`src/u2u_pkg.sv`:
```
// Shared types and constants for the UTF-8 to UTF-16 transcoder.
// No dependencies; imported by every module of the block.
package u2u_pkg;

   localparam int unsigned BYTE_W   = 8;
   localparam int unsigned UNIT_W   = 16;
   localparam int unsigned ACCUM_W  = 21;
   localparam int unsigned QUEUE_D  = 4;
   localparam int unsigned QPTR_W   = $clog2(QUEUE_D);
   localparam int unsigned QCNT_W   = $clog2(QUEUE_D + 1);

   localparam logic [ACCUM_W-1:0] MIN_TWO   = 21'h00080;
   localparam logic [ACCUM_W-1:0] MIN_THREE = 21'h00800;
   localparam logic [ACCUM_W-1:0] MIN_FOUR  = 21'h10000;
   localparam logic [ACCUM_W-1:0] MAX_POINT = 21'h10FFFF;
   localparam logic [ACCUM_W-1:0] SURR_LO   = 21'h0D800;
   localparam logic [ACCUM_W-1:0] SURR_HI   = 21'h0DFFF;
   localparam logic [UNIT_W-1:0]  HIGH_BASE = 16'hD800;
   localparam logic [UNIT_W-1:0]  LOW_BASE  = 16'hDC00;

   typedef enum logic [1:0] {
      KIND_UNIT  = 2'd0,
      KIND_END   = 2'd1,
      KIND_ERROR = 2'd2
   } kind_type;

   typedef enum logic [1:0] {
      SEQ_NONE  = 2'd0,
      SEQ_TWO   = 2'd1,
      SEQ_THREE = 2'd2,
      SEQ_FOUR  = 2'd3
   } seq_type;

   typedef struct packed {
      logic [UNIT_W-1:0] code_unit;
      kind_type          kind;
      logic              last_of_run;
   } result_type;

   typedef struct packed {
      logic [1:0] count;
      result_type res0;
      result_type res1;
   } dec_out_type;

endpackage

```
`src/u2u_decode.sv`:
```
// Sequence decoder: holds the open UTF-8 sequence and turns one byte into
// zero, one or two results. Depends on u2u_pkg.
module u2u_decode (
   input  logic                     clock,
   input  logic                     reset,
   input  logic                     fire,
   input  logic [u2u_pkg::BYTE_W-1:0] in_byte,
   output u2u_pkg::dec_out_type     dec_out
);
   import u2u_pkg::*;

   logic [1:0]         pending_ff, pending_in;
   logic [ACCUM_W-1:0] accum_ff, accum_in;
   seq_type            seq_ff, seq_in;
   logic               discard_ff, discard_in;

   logic [ACCUM_W-1:0] acc_next;
   logic [ACCUM_W-1:0] minimum;
   logic [ACCUM_W-1:0] offset;
   logic               bad_point;

   always_comb begin
      acc_next = {accum_ff[ACCUM_W-7:0], in_byte[5:0]};
      case (seq_ff)
         SEQ_TWO:   minimum = MIN_TWO;
         SEQ_THREE: minimum = MIN_THREE;
         default:   minimum = MIN_FOUR;
      endcase
      bad_point = (acc_next < minimum) || (acc_next > MAX_POINT)
                  || ((acc_next >= SURR_LO) && (acc_next <= SURR_HI));
      offset = acc_next - MIN_FOUR;
   end

   always_comb begin
      pending_in = pending_ff;
      accum_in   = accum_ff;
      seq_in     = seq_ff;
      discard_in = discard_ff;
      dec_out    = '0;
      if (fire) begin
         if (discard_ff) begin
            if (in_byte == '0) begin
               discard_in = 1'b0;
               pending_in = '0;
               accum_in   = '0;
               seq_in     = SEQ_NONE;
            end
         end else if (in_byte == '0) begin
            dec_out.count = 2'd1;
            dec_out.res0  = '{code_unit: '0,
                              kind: (pending_ff != '0) ? KIND_ERROR : KIND_END,
                              last_of_run: 1'b1};
            pending_in = '0;
            accum_in   = '0;
            seq_in     = SEQ_NONE;
         end else if (pending_ff != '0) begin
            if (in_byte[7:6] != 2'b10 || (pending_ff == 2'd1 && bad_point)) begin
               pending_in    = '0;
               accum_in      = '0;
               seq_in        = SEQ_NONE;
               discard_in    = 1'b1;
               dec_out.count = 2'd1;
               dec_out.res0  = '{code_unit: '0, kind: KIND_ERROR, last_of_run: 1'b1};
            end else if (pending_ff != 2'd1) begin
               accum_in   = acc_next;
               pending_in = pending_ff - 2'd1;
            end else begin
               pending_in = '0;
               accum_in   = '0;
               seq_in     = SEQ_NONE;
               if (acc_next[ACCUM_W-1:UNIT_W] == '0) begin
                  dec_out.count = 2'd1;
                  dec_out.res0  = '{code_unit: acc_next[UNIT_W-1:0], kind: KIND_UNIT,
                                    last_of_run: 1'b1};
               end else begin
                  dec_out.count = 2'd2;
                  dec_out.res0  = '{code_unit: HIGH_BASE + {6'd0, offset[19:10]},
                                    kind: KIND_UNIT, last_of_run: 1'b0};
                  dec_out.res1  = '{code_unit: LOW_BASE + {6'd0, offset[9:0]},
                                    kind: KIND_UNIT, last_of_run: 1'b1};
               end
            end
         end else if (in_byte[7] == 1'b0) begin
            dec_out.count = 2'd1;
            dec_out.res0  = '{code_unit: {8'd0, in_byte}, kind: KIND_UNIT,
                              last_of_run: 1'b1};
         end else if (in_byte[7:5] == 3'b110) begin
            accum_in   = {16'd0, in_byte[4:0]};
            pending_in = 2'd1;
            seq_in     = SEQ_TWO;
         end else if (in_byte[7:4] == 4'b1110) begin
            accum_in   = {17'd0, in_byte[3:0]};
            pending_in = 2'd2;
            seq_in     = SEQ_THREE;
         end else if (in_byte[7:3] == 5'b11110) begin
            accum_in   = {18'd0, in_byte[2:0]};
            pending_in = 2'd3;
            seq_in     = SEQ_FOUR;
         end else begin
            discard_in    = 1'b1;
            dec_out.count = 2'd1;
            dec_out.res0  = '{code_unit: '0, kind: KIND_ERROR, last_of_run: 1'b1};
         end
      end
   end

   always_ff @(posedge clock) begin
      if (reset) begin
         pending_ff <= '0;
         accum_ff   <= '0;
         seq_ff     <= SEQ_NONE;
         discard_ff <= 1'b0;
      end else begin
         pending_ff <= pending_in;
         accum_ff   <= accum_in;
         seq_ff     <= seq_in;
         discard_ff <= discard_in;
      end
   end

endmodule

```
`src/u2u_outq.sv`:
```
// Result queue: takes up to two results per cycle from the decoder and
// hands one per transfer to the result channel. Depends on u2u_pkg.
module u2u_outq (
   input  logic                 clock,
   input  logic                 reset,
   input  u2u_pkg::dec_out_type dec_out,
   output logic                 room,
   output logic                 out_valid,
   input  logic                 out_ready,
   output u2u_pkg::result_type  out_res
);
   import u2u_pkg::*;

   result_type        mem [QUEUE_D];
   logic [QPTR_W-1:0] wr_ff, wr_in;
   logic [QPTR_W-1:0] rd_ff, rd_in;
   logic [QCNT_W-1:0] count_ff, count_in;
   logic              pop;

   assign out_valid = count_ff != '0;
   assign out_res   = mem[rd_ff];
   assign pop       = out_valid && out_ready;
   assign room      = count_ff <= QCNT_W'(QUEUE_D - 2);

   always_comb begin
      wr_in    = wr_ff + QPTR_W'(dec_out.count);
      rd_in    = rd_ff + QPTR_W'(pop);
      count_in = count_ff + QCNT_W'(dec_out.count) - QCNT_W'(pop);
   end

   always_ff @(posedge clock) begin
      if (dec_out.count != 2'd0) begin
         mem[wr_ff] <= dec_out.res0;
      end
      if (dec_out.count == 2'd2) begin
         mem[wr_ff + QPTR_W'(1)] <= dec_out.res1;
      end
   end

   always_ff @(posedge clock) begin
      if (reset) begin
         wr_ff    <= '0;
         rd_ff    <= '0;
         count_ff <= '0;
      end else begin
         wr_ff    <= wr_in;
         rd_ff    <= rd_in;
         count_ff <= count_in;
      end
   end

endmodule

```
`src/utf8_to_utf16_transcoder.sv`:
```
// Top level of the UTF-8 to UTF-16 transcoder: input register, decoder and
// result queue. Depends on u2u_pkg, u2u_decode and u2u_outq.
//
// Takes one UTF-8 byte per transfer and accepts a byte every cycle while the
// result side keeps up. A byte enters an input register, is decoded once the
// queue has room and its results land in a four-entry queue, so a byte passes
// the input register and the queue before its first result is offered. A
// supplementary code point gives two results (high then low surrogate) and
// these leave on two consecutive transfers; the three silent bytes that
// precede it make up for the extra result, so the sustained rate stays one
// byte per cycle. Each zero byte outside a drop gives an end item, or an error
// item if a sequence is open; after any other error one error item is sent
// and bytes are dropped up to and including the next zero byte, which gives
// no item.
module utf8_to_utf16_transcoder (
   input  logic        clock,
   input  logic        reset,
   input  logic        req_tvalid,
   output logic        req_tready,
   input  logic [7:0]  req_tdata,   // [7:0] in_byte
   output logic        rsp_tvalid,
   input  logic        rsp_tready,
   output logic [15:0] rsp_tdata,   // [15:0] code_unit
   output logic [1:0]  rsp_tuser,   // [1:0] kind
   output logic        rsp_tlast    // last_of_run
);
   import u2u_pkg::*;

   logic              in_valid_ff, in_valid_in;
   logic [BYTE_W-1:0] in_byte_ff, in_byte_in;
   logic              room;
   logic              advance;
   dec_out_type       dec_out;
   result_type        out_res;

   assign advance    = in_valid_ff && room;
   assign req_tready = !in_valid_ff || advance;

   always_comb begin
      in_valid_in = in_valid_ff;
      in_byte_in  = in_byte_ff;
      if (req_tvalid && req_tready) begin
         in_valid_in = 1'b1;
         in_byte_in  = req_tdata;
      end else if (advance) begin
         in_valid_in = 1'b0;
      end
   end

   always_ff @(posedge clock) begin
      if (reset) begin
         in_valid_ff <= 1'b0;
      end else begin
         in_valid_ff <= in_valid_in;
      end
   end

   always_ff @(posedge clock) begin
      in_byte_ff <= in_byte_in;
   end

   u2u_decode u_decode (
      .clock   (clock),
      .reset   (reset),
      .fire    (advance),
      .in_byte (in_byte_ff),
      .dec_out (dec_out)
   );

   u2u_outq u_outq (
      .clock     (clock),
      .reset     (reset),
      .dec_out   (dec_out),
      .room      (room),
      .out_valid (rsp_tvalid),
      .out_ready (rsp_tready),
      .out_res   (out_res)
   );

   assign rsp_tdata = out_res.code_unit;
   assign rsp_tuser = out_res.kind;
   assign rsp_tlast = out_res.last_of_run;

endmodule

```
`config.mk`:
```
export PLATFORM = sky130hd
export DESIGN_NAME = utf8_to_utf16_transcoder
export DESIGN_NICKNAME = d
export VERILOG_FILES = /design/src/u2u_pkg.sv /design/src/u2u_decode.sv /design/src/u2u_outq.sv /design/src/utf8_to_utf16_transcoder.sv
export SDC_FILE = /design/constraint.sdc
export NUM_CORES = 1
export LEC_CHECK = 0
export BUFFER_PORTS_ARGS = -buffer_cell sky130_fd_sc_hd__buf_4
export CAP_MARGIN = 10
export CORE_ASPECT_RATIO = 1.75
export CORE_MARGIN = 2
export CORE_UTILIZATION = 37
export DETAILED_ROUTE_END_ITERATION = 6
export SLEW_MARGIN = 20
export SYNTH_ARGS = -nofsm -noshare
export SYNTH_HDL_FRONTEND = slang
export SYNTH_SLANG_ARGS = --single-unit
export TNS_END_PERCENT = 100
```
`constraint.sdc`:
```
create_clock -name clock -period 3.76 [get_ports clock]
set_input_delay 0.188 -clock clock [delete_from_list [all_inputs] [get_ports clock]]
set_output_delay 0.188 -clock clock [all_outputs]
set_load 0.01 [all_outputs]
```
-- Word level (Yosys, flattened, before mapping)
Memory sizes are Yosys's and may differ from the RTL's. A register that Yosys moved wholly into a read port is not among the register bits.
Index checks and enable logic that the tools add are counted.
- equal/unequal tests: 11
- shift-type cells: 0
- add/sub/neg operators: 9
- bitwise gates (word level): 0
- mux-type cells: 58
- magnitude comparators: 5
- reduce and logical (&&, ||, !) cells: 20
- div/mod/pow operators: 0
- $mul: 0
- operators with widths (kind ; number):
    15-bit 2-to-1 mux ; 10
    21-bit 2-to-1 mux ; 7
    40-bit 2-to-1 mux ; 3
    19-bit 2-to-1 mux ; 4
    2-bit 2-to-1 mux ; 17
    17-bit case mux with 2 select lines ; 1
    15-bit by 11-bit adder with 16-bit output (first input constant) ; 2
    21-bit by 16-bit >= comparator with 1-bit output (second input constant) ; 1
    21-bit > comparator (second input constant) ; 1
    21-bit by 16-bit <= comparator with 1-bit output (second input constant) ; 1
    21-bit by 17-bit < comparator with 1-bit output ; 1
    20-bit 2-to-1 mux ; 1
    20-bit by 17-bit subtractor with 20-bit output (second input constant) ; 1
    1-bit 2-to-1 mux ; 15
    8-bit zero test ; 1
    2-bit nonzero test ; 3
    3-bit nonzero test ; 2
    5-bit == test (second input constant) ; 1
    1-bit logical AND ; 5
    5-bit zero test ; 1
    5-bit AND reduction ; 1
    5-bit nonzero test ; 1
    2-bit by 1-bit == test with 1-bit output (second input constant) ; 2
    2-bit == test (second input constant) ; 2
    15 further kinds ; 19
- input bits: 12
- logic and storage cells: 113
- memories: 1
- latch bits: 0
- RAM bits: 76
- output and inout port bits: 21
- memory bits (read-only): 0
- flip-flop bits (word level): 36
- memories (memory ; words ; width ; rd ports ; clocked after Yosys merged registers in ; wr ports ; line ; source):
    u_outq.mem ; 4 ; 19 ; 1 ; 1 ; 2 ; u2u_outq.sv:14 ; result_type mem [QUEUE_D];

-- Longest topological paths before layout
- depth after elaboration: 15
- depth in mapped cells: 15
- gate-level depth less buffers: 14

-- Modules after synthesis
Synthesis repeated with hierarchy kept, for this count alone.
- cells, all modules: 507
- area total of the unflattened synthesis: 6470.0 um^2
- modules (own cells, without submodules) (module ; times used ; area each (um^2) ; seq. area each (um^2) ; cells an instance):
    u2u_outq ; 1 ; 4195.3 ; 2422.3 ; 230
    u2u_decode ; 1 ; 1971.9 ; 400.4 ; 263
    utf8_to_utf16_transcoder ; 1 ; 302.8 ; 260.2 ; 14

-- Worst setup path after synthesis
Ideal clock, no wire load.
- path kind: reg-to-reg
- from: register u_decode.accum_ff[10]
- to: register u_outq.count_ff[2]
- required time: 3632 ps
- setup slack: 585 ps
- period minus slack after synthesis: 3175 ps
- arrival: 3048 ps
- stages on the path, launching flop included: 15
- path buffers: 1
- setup time: 128 ps
- path through: dfxtp_1 > inv_1 > ha_1 > or4b_1 > buf_2 > a311oi_2 > mux2i_1 > o211ai_2 > nor3_4 > inv_6 > ha_1 > fa_1 > xnor2_1 > xnor2_1 > nor2_1
- cells in the longest elaborated chain, start to end: 12
- elaborated cells between the ends (all ways): 19
- RTL lines (item ; line ; source):
    start, declared ; u2u_decode.sv:13 ; logic [ACCUM_W-1:0] accum_ff, accum_in;
    start signal, assigned ; u2u_decode.sv:115 ; accum_ff <= accum_in;
    21-bit by 17-bit < comparator with 1-bit output (tied with other cells) ; u2u_decode.sv:29 ; bad_point = (acc_next < minimum) || (acc_next > MAX_POINT)
    1-bit logical OR / 1-bit logical AND (equally long branches) ; u2u_decode.sv:29, u2u_decode.sv:30 ;
    1-bit logical OR ; u2u_decode.sv:30 ; || ((acc_next >= SURR_LO) && (acc_next <= SURR_HI));
    1-bit logical AND ; u2u_decode.sv:57 ; if (in_byte[7:6] != 2'b10 || (pending_ff == 2'd1 && bad_point)) begin
    1-bit logical OR ; u2u_decode.sv:57 ;
    21-bit 2-to-1 mux * ; u2u_decode.sv:57 ;
    21-bit 2-to-1 mux * ; u2u_decode.sv:56 ; end else if (pending_ff != '0) begin
    21-bit 2-to-1 mux * ; u2u_decode.sv:48 ; end else if (in_byte == '0) begin
    40-bit 2-to-1 mux * ; u2u_decode.sv:41 ; if (discard_ff) begin
    40-bit 2-to-1 mux * ; u2u_decode.sv:40 ; if (fire) begin
    3-bit by 2-bit adder with 3-bit output * ; u2u_outq.sv:28 ; count_in = count_ff + QCNT_W'(dec_out.count) - QCNT_W'(pop);
    3-bit by 1-bit subtractor with 3-bit output * ; u2u_outq.sv:28 ;
    end signal, assigned ; u2u_outq.sv:48 ; count_ff <= count_in;
    end, declared ; u2u_outq.sv:17 ; logic [QCNT_W-1:0] count_ff, count_in;
Every way passes the cells marked *; elsewhere a longest branch is shown, timed or not.
A chain may end at the register's enable or synchronous reset.

-- Worst setup path in the final report
- from: register u_decode.accum_ff[0]
- to: register u_outq.count_ff[2]
- cells in the longest elaborated chain, start to end: 12
- elaborated cells between the ends (all ways): 16
- RTL lines (item ; line):
    21-bit by 17-bit < comparator with 1-bit output (tied with other cells) ; u2u_decode.sv:29
    1-bit logical OR / 1-bit logical AND (equally long branches) ; u2u_decode.sv:29, u2u_decode.sv:30
    1-bit logical OR * ; u2u_decode.sv:30
    1-bit logical AND * ; u2u_decode.sv:57
    1-bit logical OR * ; u2u_decode.sv:57
    21-bit 2-to-1 mux * ; u2u_decode.sv:57
    21-bit 2-to-1 mux * ; u2u_decode.sv:56
    21-bit 2-to-1 mux * ; u2u_decode.sv:48
    40-bit 2-to-1 mux * ; u2u_decode.sv:41
    40-bit 2-to-1 mux * ; u2u_decode.sv:40
    3-bit by 2-bit adder with 3-bit output * ; u2u_outq.sv:28
    3-bit by 1-bit subtractor with 3-bit output * ; u2u_outq.sv:28
Marked as above.

==> metrics.txt <==
first-pass GRT wire length 26500 um; Setup Crit Path Kind reg -> reg; CP required 4.00 ns; IO Port Bufs 32; Clock power frac just under 30%; dpl cell area 6481 um2; Yosys reg bits 112; RSZ-0062 raised after global routing no; Worst Setup End Kind flop; DPL Wire Length 13060 um; Cell Area, Synth 5938 um2; asr flop ratio synth 0%; worst rel slew slack just under 30%; CP delay by family, top simple AND/OR/NAND/NOR gates; Seq/Total Area, Yosys 49.89%; CORE AREA between 15000 and 20000 um2; Reg power frac 45.4%; share of layout cells above drive strength 1 20.07%; postcts setup bufs 0; Die Width around 100 um; critical path arrival 3.72 ns; clk slew on worst S/H paths 0.07 ns; TritonCTS buffer count 9; final setup vio count 0; Worst Setup Start Kind flop; WL/cell 22.14 um; Crit path largest cell delay ~0.51 ns; row count a little over 60; CTS root buf clkbuf_16; post-synth top area share a little over a third; CTS tree done; Detail Route Antenna Nets 0; Via density 6.018; First-pass DRT Iterations 5; final instance area 6803 um2; main combinational cell family by area after synthesis simple AND/OR/NAND/NOR gates; leading area contributor after synthesis edfxtp_1; grt ovf 0; syn_nets about 570; initial antenna violation count 0; status complete, no violations; Peak Freq 287.8 MHz; Pins Over Slew Limit 0; Final GP Congestion 0.9164; most common cell in the synthesized netlist edfxtp_1; Hold Path Class in -> reg; # IOs 33; Worst VDD drop 0.0002209 V; Synth Area in Adders between 2 and 3%; die height roughly 170 um; area delta synth->final 14.56%; CTS max path bufs 2; critical path's slowest cell dfxtp_1; XOR/XNOR share of the synthesized area 0.8850%; total internal power ~2.2 mW; CP dominant cell by count xnor2_1; vias in the first global route 4764; 1st-iter DRT viols 413; Synth Area in Simple Gates 17.36%; Fin. Hold Viols 0; Final period util 92.42%; initial core utilization 37.59%; drt total wl 17310 um; cell count after synthesis between 500 and 600; number of inserted diodes 0; top cells by area, synth edfxtp_1, dfxtp_1, mux4_2; mux cell area share after synthesis between 8 and 9%; main flop type after synthesis edfxtp_1; synth unique cells 74; Post-synth EDFFs 72; H-tree Lvls 3; die area 17120 um2; later-pin clock latency in the skew report 0.36 ns; Buf/Inv on CP 1; Tmin final 3.475 ns; # resized after CTS 0; clk sink count 112; Logic pwr share 25.0%; Commonest cells post-synth edfxtp_1, nand2_1, nor2_1; yosys warns 0; Hold Buf Count CTS 3; pin count of the biggest net entering global routing 29; Final nets 613; compound-gate portion of the synthesized area between 10% and 20%; Switch Pwr 0.9664 mW; Syn Area/Cell 10.84 um2; setup TNS 0 ns; DRC 0; fillers roughly 1500; Power Density 468.7 nW/um2; skew final 0.01396 ns; Leakage 2.452 nW; Sw Share 30.31%; Critical Path Fanout Max 10; worst path cell trace nand4_1 -> nor4_2 -> mux2i_1 -> o211ai_2 -> nor3_4 -> inv_6 -> ha_1 -> fa_1 -> xnor2_1 -> xnor2_1 -> nor2_1; Total GRT Usage 20.62%; Tightest Pin Transition 1.056 ns; Max-Cap Viols 0; vias between 4000 and 5000
## flip-flops by register name (all words and copies together) (netlist names)
signal and cells:
in_byte_ff 8, in_valid_ff 1, u_decode.accum_ff 15, u_decode.discard_ff 1
u_decode.pending_ff 2, u_decode.seq_ff 2, u_outq.count_ff 3, u_outq.mem 76
u_outq.rd_ff 2, u_outq.wr_ff 2
## cells in the final DEF, fill, tap and decap left out, types with 6 or more instances in the layout
cell type  count
a21o_1         7
a21oi_1       25
a22o_1        13
and2_1         6
buf_4         63
clkbuf_16      9
dfxtp_1       40
edfxtp_1      72
ha_1          12
inv_1         18
mux2i_1        9
mux4_2        19
nand2_1       53
nand3_1       28
nand4_1        8
nor2_1        51
nor2b_1        7
nor3_1        14
o21ai_0       33
o2bb2ai_1      6
## power groups by stage
stage | logic (mW) | registers, mW | clock network (mW)
after floorplan | 0.533 | 1.43 | 0
after global placement | 0.794 | 1.47 | 0
after detailed placement | 0.799 | 1.47 | 0
after CTS | 0.807 | 1.45 | 0.956
after global routing | 0.869 | 1.46 | 1.01
final | 0.797 | 1.45 | 0.945
## worst paths after layout
kind | startpoint | endpoint | slack (ns) | cells past startpoint
max reg2reg | u_decode.accum_ff[0] | u_outq.count_ff[2] | 0.28 | 11
min | req_tdata[1] | in_byte_ff[1] | 0.004 | 1
min reg2reg | u_outq.mem[3][2] | u_outq.mem[3][2] | 0.48 | 2
max | u_decode.accum_ff[0] | u_outq.count_ff[2] | 0.28 | 11
## layer usage
metal  vias up  GRT usage [%]  share of wire, %
li1       2152              -                 -
met1      2309          21.46                36
met2       181          38.22                54
met3        64          3.251               4.0
met4         0          12.45               6.1
met5         -              0                 0
## worst register-to-register path, stage by stage, from the launching register on
cell and delay (ns):
dfxtp_1 0.51, nand4_1 0.18, nor4_2 0.46, mux2i_1 0.33, o211ai_2 0.17, nor3_4 0.43
inv_6 0.14, ha_1 0.34, fa_1 0.44, xnor2_1 0.17, xnor2_1 0.14, nor2_1 0.05
## logic make-up (layout without fill, tap and decap cells)
family | count (synthesis) | count (layout)
multiplexers | 28 | 28
adder cells (fa/ha/maj) | 13 | 13
AND/OR/NAND/NOR | 201 | 201
XOR/XNOR | 6 | 6
buffers and inverters | 57 | 102
flip-flops | 112 | 112
AO/OA/AOI/OAI | 131 | 131
## per-stage QoR
step / hold slack [ns] / setup WS (ns) / total power [mW] / instances / utilization [%]
after floorplan: 0.2869 / 0.5849 / 1.967 / 548 / -
after global placement: 0.3672 / 0.3962 / 2.264 / 763 / 41.02
after detailed placement: 0.3690 / 0.3433 / 2.274 / 763 / 41.02
after CTS: 0.006314 / 0.3300 / 3.210 / 782 / 43.06
after global routing: 0.0007609 / 0.04289 / 3.339 / 782 / 43.06
final: 0.004014 / 0.2849 / 3.188 / 782 / 43.06
## layout make-up
class                   instances  area, um2  share of cell area, %
well taps                     189      236.5                  3.476
repair buffers                 67      523.0                  7.688
clock buffers                  10      229.0                  3.366
flip-flops and latches        112       2963                  43.55
inverters                      19      76.32                  1.122
multi-input cells             379       2713                  39.87
clock inverters                 6      62.56                 0.9196
Power figures use the tool's default switching activity.
